==> config.mk <==
export PLATFORM = sky130hd
export DESIGN_NAME = gjk_convex_polygon_overlap_top
export DESIGN_NICKNAME = d
export VERILOG_FILES = /design/src/rtl/gjk_pkg.sv /design/src/rtl/gjk_convex_polygon_overlap_top.sv
export VERILOG_INCLUDE_DIRS = /design/src /design/src/rtl
export SDC_FILE = /design/constraint.sdc
export NUM_CORES = 2
export LEC_CHECK = 0
export BUFFER_PORTS_ARGS = -buffer_cell sky130_fd_sc_hd__buf_4
export CORE_ASPECT_RATIO = 0.9
export CORE_MARGIN = 1
export CORE_UTILIZATION = 65
export DETAILED_ROUTE_END_ITERATION = 12
export PLACE_DENSITY_LB_ADDON = 0.15
export RECOVER_POWER = 25
export SYNTH_ARGS = -nofsm -noshare
export SYNTH_HDL_FRONTEND = slang
export SYNTH_SLANG_ARGS = --single-unit
==> constraint.sdc <==
create_clock -name clk -period 24.7 [get_ports clk]
set_clock_uncertainty 0.05 [all_clocks]
set_input_delay 4.94 -clock clk [delete_from_list [all_inputs] [get_ports clk]]
set_output_delay 4.94 -clock clk [all_outputs]
set_load 0.03 [all_outputs]
==> src/rtl/gjk_convex_polygon_overlap_top_assert.svh <==
// Assertion macros for the GJK overlap block.
// Used by rtl/gjk_convex_polygon_overlap_top.sv; no other dependencies.
`ifndef GJK_CONVEX_POLYGON_OVERLAP_TOP_ASSERT_SVH
`define GJK_CONVEX_POLYGON_OVERLAP_TOP_ASSERT_SVH
`ifndef ASSERT_OFF
`define GJK_ASSERT_HOLDS(lbl, clk, rst_n, ante, cons, msg) \
    lbl: assert property (@(posedge clk) disable iff (!rst_n) (ante) |-> (cons)) \
        else $error(msg);
`define GJK_ASSERT_NEXT(lbl, clk, rst_n, ante, cons, msg) \
    lbl: assert property (@(posedge clk) disable iff (!rst_n) (ante) |=> (cons)) \
        else $error(msg);
`else
`define GJK_ASSERT_HOLDS(lbl, clk, rst_n, ante, cons, msg)
`define GJK_ASSERT_NEXT(lbl, clk, rst_n, ante, cons, msg)
`endif
`endif

==> src/rtl/gjk_pkg.sv <==
// Shared constants for the GJK convex polygon overlap block.
// No dependencies; used by rtl/gjk_convex_polygon_overlap_top.sv.
`default_nettype none
package gjk_pkg;
    localparam int MAX_VERTICES_DEF = 16;
    localparam int COORD_BITS_DEF   = 16;
    localparam int LIMIT_W          = 8;
    localparam logic [LIMIT_W-1:0] ITER_LIMIT_RESET = 8'd64;
endpackage
`default_nettype wire

==> src/rtl/gjk_convex_polygon_overlap_top.sv <==
// GJK overlap test of two convex polygons, with its vertex stores and sequencer.
// Depends on rtl/gjk_pkg.sv and rtl/gjk_convex_polygon_overlap_top_assert.svh.
//
// While idle, the block loads vertex words one per cycle into two on-chip stores, body 0
// and body 1. The word that carries the last vertex of body 1 starts the test; the block
// then takes no words until it is done. The test runs on one shared multiply-accumulate
// unit: first the initial direction, then per GJK iteration the support search and its
// check (each vertex needs a store read and two multiplies) and the simplex update. The
// first support search follows the initial direction without the iteration step. A
// pending result does not block loading of the next pair, only the word that would start
// the next test.
`default_nettype none
`include "gjk_convex_polygon_overlap_top_assert.svh"
module gjk_convex_polygon_overlap_top #(
    parameter int MAX_VERTICES = gjk_pkg::MAX_VERTICES_DEF,
    parameter int COORD_BITS   = gjk_pkg::COORD_BITS_DEF
) (
    input  logic                          clk,
    input  logic                          rst_n,
    input  logic                          in_valid,
    output logic                          in_ready,
    input  logic                          body,
    input  logic signed [COORD_BITS-1:0]  vertex_x,
    input  logic signed [COORD_BITS-1:0]  vertex_y,
    input  logic                          last_of_body,
    output logic                          out_valid,
    input  logic                          out_ready,
    output logic                          collide,
    output logic                          timed_out,
    output logic [gjk_pkg::LIMIT_W-1:0]   iterations,
    output logic                          load_error,
    input  logic                          cfg_write_en,
    input  logic [gjk_pkg::LIMIT_W-1:0]   cfg_write_data
);
    import gjk_pkg::*;

    localparam int C   = COORD_BITS;
    localparam int IW  = $clog2(MAX_VERTICES);
    localparam int CW  = $clog2(MAX_VERTICES + 2);
    localparam int SW  = C + IW + 1;
    localparam int DW  = SW + CW + 2;
    localparam int MW  = C + 2;
    localparam int PW  = DW + MW + 1;
    localparam int PTW = C + 1;
    localparam int VW  = C + 2;

    typedef enum logic [4:0] {
        S_IDLE, S_I0, S_I1, S_I2, S_I3, S_IZ, S_TOP, S_SLD, S_SX, S_SY, S_SDN,
        S_CX, S_CY, S_LX, S_LY, S_TCX, S_TCY, S_TAX, S_TAY, S_TBX, S_TBY
    } state_t;

    state_t state_reg;

    logic [2*C-1:0] body0_mem [MAX_VERTICES];
    logic [2*C-1:0] body1_mem [MAX_VERTICES];
    logic [2*C-1:0] rd0_reg, rd1_reg;

    logic [CW-1:0] cnt0_reg, cnt1_reg, cnt0_new, cnt1_new;
    logic signed [SW-1:0] sum0x_reg, sum0y_reg, sum1x_reg, sum1y_reg;
    logic signed [DW-1:0] dx_reg, dy_reg;
    logic signed [PW-1:0] acc_reg, best_reg;
    logic [IW-1:0] i_reg;
    logic side_reg, first_reg;
    logic [1:0] size_reg;
    logic signed [C-1:0] sel0x_reg, sel0y_reg, sel1x_reg, sel1y_reg;
    logic signed [PTW-1:0] ax_reg, ay_reg, p0x_reg, p0y_reg, p1x_reg, p1y_reg;
    logic signed [PTW-1:0] aox_reg, aoy_reg;
    logic signed [VW-1:0] abx_reg, aby_reg, acx_reg, acy_reg;
    logic crpos_reg, crneg_reg;
    logic [LIMIT_W-1:0] ctr_reg, limit_reg, iter_reg;
    logic out_valid_reg, collide_reg, timed_reg, err_reg;

    logic in_accept, wr0, wr1, full0, full1, start, load_bad;
    logic signed [DW-1:0] mul_a;
    logic signed [MW-1:0] mul_b;
    logic signed [DW+MW-1:0] prod;
    logic signed [PW-1:0] mac_base, mac;
    logic mac_clr, mac_sub, mac_pos, mac_neg;
    logic signed [C-1:0] rdx, rdy;
    logic signed [CW:0] cnt0_s, cnt1_s;
    logic better, last_idx;
    logic done_now, done_col, done_to;

    assign in_ready  = (state_reg == S_IDLE) && !(out_valid_reg && body && last_of_body);
    assign in_accept = in_valid && in_ready;
    assign full0     = cnt0_reg >= CW'(MAX_VERTICES);
    assign full1     = cnt1_reg >= CW'(MAX_VERTICES);
    assign wr0       = in_accept && !body && !full0;
    assign wr1       = in_accept && body && !full1;
    assign cnt0_new  = full0 ? CW'(MAX_VERTICES + 1) : cnt0_reg + CW'(1);
    assign cnt1_new  = full1 ? CW'(MAX_VERTICES + 1) : cnt1_reg + CW'(1);
    assign start     = in_accept && body && last_of_body;
    assign load_bad  = (cnt0_reg == '0) || (cnt0_reg > CW'(MAX_VERTICES))
                    || (cnt1_new > CW'(MAX_VERTICES));

    assign out_valid  = out_valid_reg;
    assign collide    = collide_reg;
    assign timed_out  = timed_reg;
    assign iterations = iter_reg;
    assign load_error = err_reg;

    // Vertex stores: one write port at load, one registered read at the search index.
    always_ff @(posedge clk)
    begin
        if (wr0)
        begin
            body0_mem[cnt0_reg[IW-1:0]] <= {vertex_y, vertex_x};
        end
        if (wr1)
        begin
            body1_mem[cnt1_reg[IW-1:0]] <= {vertex_y, vertex_x};
        end
        rd0_reg <= body0_mem[i_reg];
        rd1_reg <= body1_mem[i_reg];
    end

    assign rdx    = side_reg ? signed'(rd1_reg[C-1:0]) : signed'(rd0_reg[C-1:0]);
    assign rdy    = side_reg ? signed'(rd1_reg[2*C-1:C]) : signed'(rd0_reg[2*C-1:C]);
    assign cnt0_s = signed'({1'b0, cnt0_reg});
    assign cnt1_s = signed'({1'b0, cnt1_reg});

    // Operand selection for the shared multiply-accumulate unit.
    always_comb
    begin
        mul_a   = '0;
        mul_b   = '0;
        mac_clr = 1'b1;
        mac_sub = 1'b0;
        case (state_reg)
            S_I0:  begin mul_a = DW'(sum0x_reg); mul_b = MW'(cnt1_s); end
            S_I1:  begin mul_a = DW'(sum1x_reg); mul_b = MW'(cnt0_s);
                         mac_clr = 1'b0; mac_sub = 1'b1; end
            S_I2:  begin mul_a = DW'(sum0y_reg); mul_b = MW'(cnt1_s); end
            S_I3:  begin mul_a = DW'(sum1y_reg); mul_b = MW'(cnt0_s);
                         mac_clr = 1'b0; mac_sub = 1'b1; end
            S_SX:  begin mul_a = dx_reg; mul_b = MW'(rdx); end
            S_SY:  begin mul_a = dy_reg; mul_b = MW'(rdy); mac_clr = 1'b0; end
            S_CX:  begin mul_a = dx_reg; mul_b = MW'(ax_reg); end
            S_CY:  begin mul_a = dy_reg; mul_b = MW'(ay_reg); mac_clr = 1'b0; end
            S_LX:  begin mul_a = DW'(abx_reg); mul_b = MW'(aoy_reg); end
            S_LY:  begin mul_a = DW'(aby_reg); mul_b = MW'(aox_reg);
                         mac_clr = 1'b0; mac_sub = 1'b1; end
            S_TCX: begin mul_a = DW'(abx_reg); mul_b = MW'(acy_reg); end
            S_TCY: begin mul_a = DW'(aby_reg); mul_b = MW'(acx_reg);
                         mac_clr = 1'b0; mac_sub = 1'b1; end
            S_TAX: begin mul_a = DW'(acy_reg); mul_b = MW'(aox_reg); mac_sub = 1'b1; end
            S_TAY: begin mul_a = DW'(acx_reg); mul_b = MW'(aoy_reg); mac_clr = 1'b0; end
            S_TBX: begin mul_a = DW'(aby_reg); mul_b = MW'(aox_reg); mac_sub = 1'b1; end
            S_TBY: begin mul_a = DW'(abx_reg); mul_b = MW'(aoy_reg); mac_clr = 1'b0; end
            default: begin mul_a = '0; end
        endcase
    end

    assign prod     = mul_a * mul_b;
    assign mac_base = mac_clr ? '0 : acc_reg;
    assign mac      = mac_sub ? mac_base - PW'(prod) : mac_base + PW'(prod);
    assign mac_neg  = mac[PW-1];
    assign mac_pos  = !mac[PW-1] && (mac != '0);

    // Body 1 is searched against the negated direction, so there the smallest dot wins.
    assign better   = (i_reg == '0) || (side_reg ? (mac < best_reg) : (mac > best_reg));
    assign last_idx = ({{(CW-IW){1'b0}}, i_reg} + CW'(1)) == (side_reg ? cnt1_reg : cnt0_reg);

    always_comb
    begin
        done_now = 1'b0;
        done_col = 1'b0;
        done_to  = 1'b0;
        case (state_reg)
            S_TOP:
            begin
                done_to  = ctr_reg >= limit_reg;
                done_now = done_to;
            end
            S_CY:
            begin
                done_now = !mac_pos;
            end
            S_TBY:
            begin
                done_col = (crpos_reg && mac_pos) || (crneg_reg && mac_neg);
                done_now = done_col;
            end
            default:
            begin
                done_now = 1'b0;
            end
        endcase
    end

    always_ff @(posedge clk or negedge rst_n)
    begin
        if (!rst_n)
        begin
            state_reg     <= S_IDLE;
            cnt0_reg      <= '0;
            cnt1_reg      <= '0;
            sum0x_reg     <= '0;
            sum0y_reg     <= '0;
            sum1x_reg     <= '0;
            sum1y_reg     <= '0;
            size_reg      <= '0;
            ctr_reg       <= '0;
            limit_reg     <= ITER_LIMIT_RESET;
            out_valid_reg <= 1'b0;
            first_reg     <= 1'b0;
            side_reg      <= 1'b0;
            i_reg         <= '0;
        end
        else
        begin
            if (cfg_write_en)
            begin
                limit_reg <= cfg_write_data;
            end
            if (out_valid_reg && out_ready)
            begin
                out_valid_reg <= 1'b0;
            end

            if (done_now)
            begin
                out_valid_reg <= 1'b1;
                collide_reg   <= done_col;
                timed_reg     <= done_to;
                iter_reg      <= ctr_reg;
                err_reg       <= 1'b0;
                state_reg     <= S_IDLE;
                cnt0_reg      <= '0;
                cnt1_reg      <= '0;
                sum0x_reg     <= '0;
                sum0y_reg     <= '0;
                sum1x_reg     <= '0;
                sum1y_reg     <= '0;
                size_reg      <= '0;
                ctr_reg       <= '0;
            end
            else
            begin
                case (state_reg)
                    S_IDLE:
                    begin
                        if (in_accept && !body)
                        begin
                            cnt0_reg <= cnt0_new;
                            if (!full0)
                            begin
                                sum0x_reg <= sum0x_reg + SW'(vertex_x);
                                sum0y_reg <= sum0y_reg + SW'(vertex_y);
                            end
                        end
                        if (in_accept && body)
                        begin
                            cnt1_reg <= cnt1_new;
                            if (!full1)
                            begin
                                sum1x_reg <= sum1x_reg + SW'(vertex_x);
                                sum1y_reg <= sum1y_reg + SW'(vertex_y);
                            end
                        end
                        if (start)
                        begin
                            ctr_reg <= '0;
                            if (load_bad)
                            begin
                                out_valid_reg <= 1'b1;
                                collide_reg   <= 1'b0;
                                timed_reg     <= 1'b0;
                                iter_reg      <= '0;
                                err_reg       <= 1'b1;
                                cnt0_reg      <= '0;
                                cnt1_reg      <= '0;
                                sum0x_reg     <= '0;
                                sum0y_reg     <= '0;
                                sum1x_reg     <= '0;
                                sum1y_reg     <= '0;
                                size_reg      <= '0;
                            end
                            else
                            begin
                                state_reg <= S_I0;
                            end
                        end
                    end
                    S_I0:
                    begin
                        acc_reg   <= mac;
                        state_reg <= S_I1;
                    end
                    S_I1:
                    begin
                        dx_reg    <= mac[DW-1:0];
                        state_reg <= S_I2;
                    end
                    S_I2:
                    begin
                        acc_reg   <= mac;
                        state_reg <= S_I3;
                    end
                    S_I3:
                    begin
                        dy_reg    <= mac[DW-1:0];
                        state_reg <= S_IZ;
                    end
                    S_IZ:
                    begin
                        // A zero centroid difference falls back to the x axis.
                        if (dx_reg == '0 && dy_reg == '0)
                        begin
                            dx_reg <= DW'(1);
                        end
                        first_reg <= 1'b1;
                        side_reg  <= 1'b0;
                        i_reg     <= '0;
                        state_reg <= S_SLD;
                    end
                    S_TOP:
                    begin
                        ctr_reg   <= ctr_reg + LIMIT_W'(1);
                        side_reg  <= 1'b0;
                        i_reg     <= '0;
                        state_reg <= S_SLD;
                    end
                    S_SLD:
                    begin
                        state_reg <= S_SX;
                    end
                    S_SX:
                    begin
                        acc_reg   <= mac;
                        state_reg <= S_SY;
                    end
                    S_SY:
                    begin
                        if (better)
                        begin
                            best_reg <= mac;
                            if (side_reg)
                            begin
                                sel1x_reg <= rdx;
                                sel1y_reg <= rdy;
                            end
                            else
                            begin
                                sel0x_reg <= rdx;
                                sel0y_reg <= rdy;
                            end
                        end
                        if (last_idx)
                        begin
                            i_reg <= '0;
                            if (side_reg)
                            begin
                                state_reg <= S_SDN;
                            end
                            else
                            begin
                                side_reg  <= 1'b1;
                                state_reg <= S_SLD;
                            end
                        end
                        else
                        begin
                            i_reg     <= i_reg + IW'(1);
                            state_reg <= S_SLD;
                        end
                    end
                    S_SDN:
                    begin
                        ax_reg    <= PTW'(sel0x_reg) - PTW'(sel1x_reg);
                        ay_reg    <= PTW'(sel0y_reg) - PTW'(sel1y_reg);
                        state_reg <= S_CX;
                    end
                    S_CX:
                    begin
                        acc_reg   <= mac;
                        state_reg <= S_CY;
                    end
                    S_CY:
                    begin
                        aox_reg <= -ax_reg;
                        aoy_reg <= -ay_reg;
                        if (first_reg)
                        begin
                            p0x_reg   <= ax_reg;
                            p0y_reg   <= ay_reg;
                            size_reg  <= 2'd1;
                            dx_reg    <= -DW'(ax_reg);
                            dy_reg    <= -DW'(ay_reg);
                            first_reg <= 1'b0;
                            state_reg <= S_TOP;
                        end
                        else if (size_reg == 2'd1)
                        begin
                            p1x_reg   <= ax_reg;
                            p1y_reg   <= ay_reg;
                            size_reg  <= 2'd2;
                            abx_reg   <= VW'(p0x_reg) - VW'(ax_reg);
                            aby_reg   <= VW'(p0y_reg) - VW'(ay_reg);
                            state_reg <= S_LX;
                        end
                        else
                        begin
                            abx_reg   <= VW'(p1x_reg) - VW'(ax_reg);
                            aby_reg   <= VW'(p1y_reg) - VW'(ay_reg);
                            acx_reg   <= VW'(p0x_reg) - VW'(ax_reg);
                            acy_reg   <= VW'(p0y_reg) - VW'(ay_reg);
                            state_reg <= S_TCX;
                        end
                    end
                    S_LX:
                    begin
                        acc_reg   <= mac;
                        state_reg <= S_LY;
                    end
                    S_LY:
                    begin
                        // A collinear segment takes the fixed perpendicular.
                        if (mac_pos)
                        begin
                            dx_reg <= -DW'(aby_reg);
                            dy_reg <= DW'(abx_reg);
                        end
                        else
                        begin
                            dx_reg <= DW'(aby_reg);
                            dy_reg <= -DW'(abx_reg);
                        end
                        state_reg <= S_TOP;
                    end
                    S_TCX:
                    begin
                        acc_reg   <= mac;
                        state_reg <= S_TCY;
                    end
                    S_TCY:
                    begin
                        crpos_reg <= mac_pos;
                        crneg_reg <= mac_neg;
                        state_reg <= S_TAX;
                    end
                    S_TAX:
                    begin
                        acc_reg   <= mac;
                        state_reg <= S_TAY;
                    end
                    S_TAY:
                    begin
                        if ((crpos_reg && mac_neg) || (crneg_reg && mac_pos))
                        begin
                            state_reg <= S_TBX;
                        end
                        else
                        begin
                            if (crpos_reg)
                            begin
                                dx_reg <= -DW'(acy_reg);
                                dy_reg <= DW'(acx_reg);
                            end
                            else if (crneg_reg)
                            begin
                                dx_reg <= DW'(acy_reg);
                                dy_reg <= -DW'(acx_reg);
                            end
                            else
                            begin
                                dx_reg <= '0;
                                dy_reg <= '0;
                            end
                            p1x_reg   <= ax_reg;
                            p1y_reg   <= ay_reg;
                            size_reg  <= 2'd2;
                            state_reg <= S_TOP;
                        end
                    end
                    S_TBX:
                    begin
                        acc_reg   <= mac;
                        state_reg <= S_TBY;
                    end
                    S_TBY:
                    begin
                        p0x_reg <= p1x_reg;
                        p0y_reg <= p1y_reg;
                        p1x_reg <= ax_reg;
                        p1y_reg <= ay_reg;
                        if (crpos_reg)
                        begin
                            dx_reg <= DW'(aby_reg);
                            dy_reg <= -DW'(abx_reg);
                        end
                        else
                        begin
                            dx_reg <= -DW'(aby_reg);
                            dy_reg <= DW'(abx_reg);
                        end
                        size_reg  <= 2'd2;
                        state_reg <= S_TOP;
                    end
                    default:
                    begin
                        state_reg <= S_IDLE;
                    end
                endcase
            end
        end
    end

    `GJK_ASSERT_HOLDS(a_excl, clk, rst_n, out_valid_reg, !(collide_reg && timed_reg), "collide and timeout both set")
    `GJK_ASSERT_HOLDS(a_err_clean, clk, rst_n, out_valid_reg && err_reg, !collide_reg && !timed_reg && iter_reg == '0, "load error word carries other fields")
    `GJK_ASSERT_HOLDS(a_to_count, clk, rst_n, out_valid_reg && timed_reg, iter_reg == limit_reg, "timeout count differs from limit")
    `GJK_ASSERT_HOLDS(a_ctr_bound, clk, rst_n, state_reg != S_IDLE, ctr_reg <= limit_reg, "iteration counter passed the limit")
    `GJK_ASSERT_NEXT(a_start, clk, rst_n, start, out_valid_reg || state_reg == S_I0, "final vertex neither started nor reported")

endmodule
`default_nettype wire
==> results.tsv <==
stage	metric	value	unit
worst_setup_path	cp-end-kind	flip-flop	
sta	max_freq	54.85	MHz
clock_network	htreeDepth	4	
synthesis	syn_area	97950	um2
grt	grt_pass1_vias	69700	
synthesis	netlist_instances	8214	
worst_setup_path	crit_path_frequent_cell	fa_1	
drt	wirelength	327800	um
sta	period_share	73.82	%
placement	portBuffers	59	
synthesis	syn_nets	9174	
outcome	outcome	complete, but fails checks	
worst_setup_path	required	25110	ps
cells_and_area	seqCellArea	48210	um2
placement	hpwl	226500	um
synthesis	avgSynthCellArea	11.92	um2
worst_setup_path	crit_type	flip-flop to flip-flop	
floorplanning	io-pin-count	60	
floorplanning	num_rows	134	
floorplanning	die_h	370.3	um
worst_hold_path	hold_class	flip-flop to flip-flop	
clock_network	clkSinkCount	1647	
synthesis	ys_seq_area_share	49.21	%
clock_network	ctsResizeCount	0	
run	drv_cap	26	
cells_and_area	n_fill_cell	10120	
sta	final.setup.tns	0	ps
worst_setup_path	startpoint_type	flip-flop	
worst_setup_path	cp_max_fo	47	
sta	fin_crit	18230	ps
grt	grt_use_total	43.13	%
synthesis	synth_cell_types	111	
floorplanning	die_area	152300	um2
synthesis	ys_ff_latch	1647	
sta	worstMarginPinSlew	4176	ps
worst_setup_path	crit_slowest_cell	clkbuf_1	
clock_network	clk_path_buf_depth	3	
cells_and_area	drive_above_1_share	8.165	%
grt	antenna_found_initial	27	
grt	grt_max_degree	121	
sta	setup_viol	0	
placement	gp_congestion	1.043	
sta	report.final.slew_viol_count	971	
clock_network	ctsHoldBuffers	0	
drt	viasPerCell	6.928	
clock_network	clkLatencyLatePin	850	ps
clock_network	cts_root_buf	clkbuf_16	
drt	dr.pass1.iters	10	
drt	ant_nets	0	
cells_and_area	final_common_cell	edfxtp_1	
drt	wl_per_cell	31.74	um
worst_setup_path	slowest_delay	1800	ps
floorplanning	core_area	148900	um2
grt	grt_pass1_wl	471400	um
sta	slew_headroom	-178.4	%
cells_and_area	postLayoutCellArea	106100	um2
synthesis	synthFlopType	edfxtp_1	
drt	num_vias	71560	
drt	drt_iter0_drc	10570	
synthesis	async_flop_share	7.529	%
cells_and_area	multi_input_area	45480	um2
floorplanning	die_w	411.2	um
grt	gr-total-overflow	0	
clock_network	cts_made_buffers	162	
cells_and_area	fin_nets	9165	
cells_and_area	final_cell_mix	edfxtp_1 (1459), inv_1 (815), nand2_1 (763)	
sta	rsz0062_at_grt	false	
cells_and_area	area_delta_synth_final	8.352	%
floorplanning	start_util	65.79	%
clock_network	clk_pin_slew	60	ps
synthesis	synth_edf_count	1459	
outcome	violations	max-capacitance violations, max-slew violations	
clock_network	tritoncts	built	
drt	drc	0	
worst_setup_path	arrival	18640	ps
placement	dpl_cell_area	100900	um2
clock_network	post-cts-setup-buffers	0	
sta	hold_viol	0	
synthesis	yosysWarnings	0	
## synthesized netlist by cell type, types with 30 or more instances
cell type / n / share of area [%]
xor2_1: 117 / 1.0
mux2i_1: 290 / 3.0
a21o_1: 98 / 0.75
or3_1: 49 / 0.31
dfxtp_1: 64 / 1.3
mux2_2: 46 / 0.53
mux4_2: 128 / 2.9
ha_1: 412 / 5.3
xnor2_1: 214 / 1.9
a31oi_1: 48 / 0.31
nor2b_1: 65 / 0.42
o31ai_1: 33 / 0.25
a222oi_1: 40 / 0.41
a221oi_1: 176 / 1.6
edfxtp_1: 1459 / 45
nand4_1: 56 / 0.36
a21oi_1: 286 / 1.5
nor4_1: 57 / 0.36
fa_1: 501 / 10
nor3_1: 146 / 0.75
dfrtp_1: 123 / 3.1
nand3_1: 98 / 0.50
nand2b_1: 51 / 0.33
a211oi_1: 30 / 0.23
and2_1: 147 / 0.94
nand2_1: 763 / 2.9
clkbuf_1: 312 / 1.2
nor2_1: 482 / 1.8
a21boi_0: 52 / 0.40
and3_1: 50 / 0.32
inv_1: 816 / 3.1
o21ai_0: 345 / 1.8
buf_1: 57 / 0.22
o21a_1: 31 / 0.24
a22oi_1: 117 / 0.90
a22o_1: 89 / 0.80
## worst max-delay path: cells and delay by family, from the launching register on
| kind | cells | cell delay [ps] |
|---|---|---|
| muxes | 3 | 1190 |
| AOI/OAI and AO/OA | 12 | 3670 |
| buffers and inverters | 7 | 2810 |
| xor gates and xnor gates | 3 | 690 |
| adders and majority gates | 9 | 4200 |
| and+or+nand+nor | 18 | 4870 |
| DFF | 1 | 350 |
## final cells by class
class                   instances  area share, %
flip-flops and latches       1647          45.42
multi-input cells            5361          42.85
clock buffers                 235          4.344
inverters                     820          2.901
well taps                    1972          2.325
repair buffers                213          1.403
clock inverters                64         0.7109
diodes                         17        0.04008
## path summary, 6_finish.rpt
check                        startpoint            to  slack (ps)  cells after the start
setup / recovery               side_reg  best_reg[36]        6470                     52
setup reg to reg               side_reg  best_reg[36]        6470                     52
hold / removal             limit_reg[6]  limit_reg[6]         460                      2
hold reg to reg            limit_reg[6]  limit_reg[6]         460                      2
max in group asynchronous         rst_n      side_reg       18220                      2
min in group asynchronous         rst_n  sum0y_reg[3]        4680                      1
## routing by layer
metal  wire length (um)  GRT usage [%]  part of all wire, %  up-vias
met1             122200          60.07                   37    35490
met5                143              0                0.044        -
met4              18580          21.44                  5.7       22
li1                   -              -                    -    29780
met2             139900          62.10                   43     5324
met3              47000          12.63                   14      942
## stage by stage
stage / util, % / hold WS (ps) / worst slack, ps / cells
floorplan: - / 398.8 / 7637 / 8214
global placement: 67.74 / 451.8 / 7918 / 10010
detailed placement: 67.74 / 457.6 / 7474 / 10010
CTS: 71.34 / 467.0 / 7404 / 10310
global route: 71.26 / 487.5 / 5976 / 10320
finish: 71.28 / 455.4 / 6467 / 10330
## cells by family after synthesis
kind of cell             share of synthesized area [%]
buffers and inverters                            4.699
AND/OR/NAND/NOR                                  10.00
XOR/XNOR                                         2.960
flip-flops                                       49.21
adder cells (fa/ha/maj)                          15.50
multiplexers                                     6.435
AO/OA/AOI/OAI                                    11.19
Power is not shown: default switching activity piles up to over one toggle a cycle in this logic, so the estimate is an artifact.
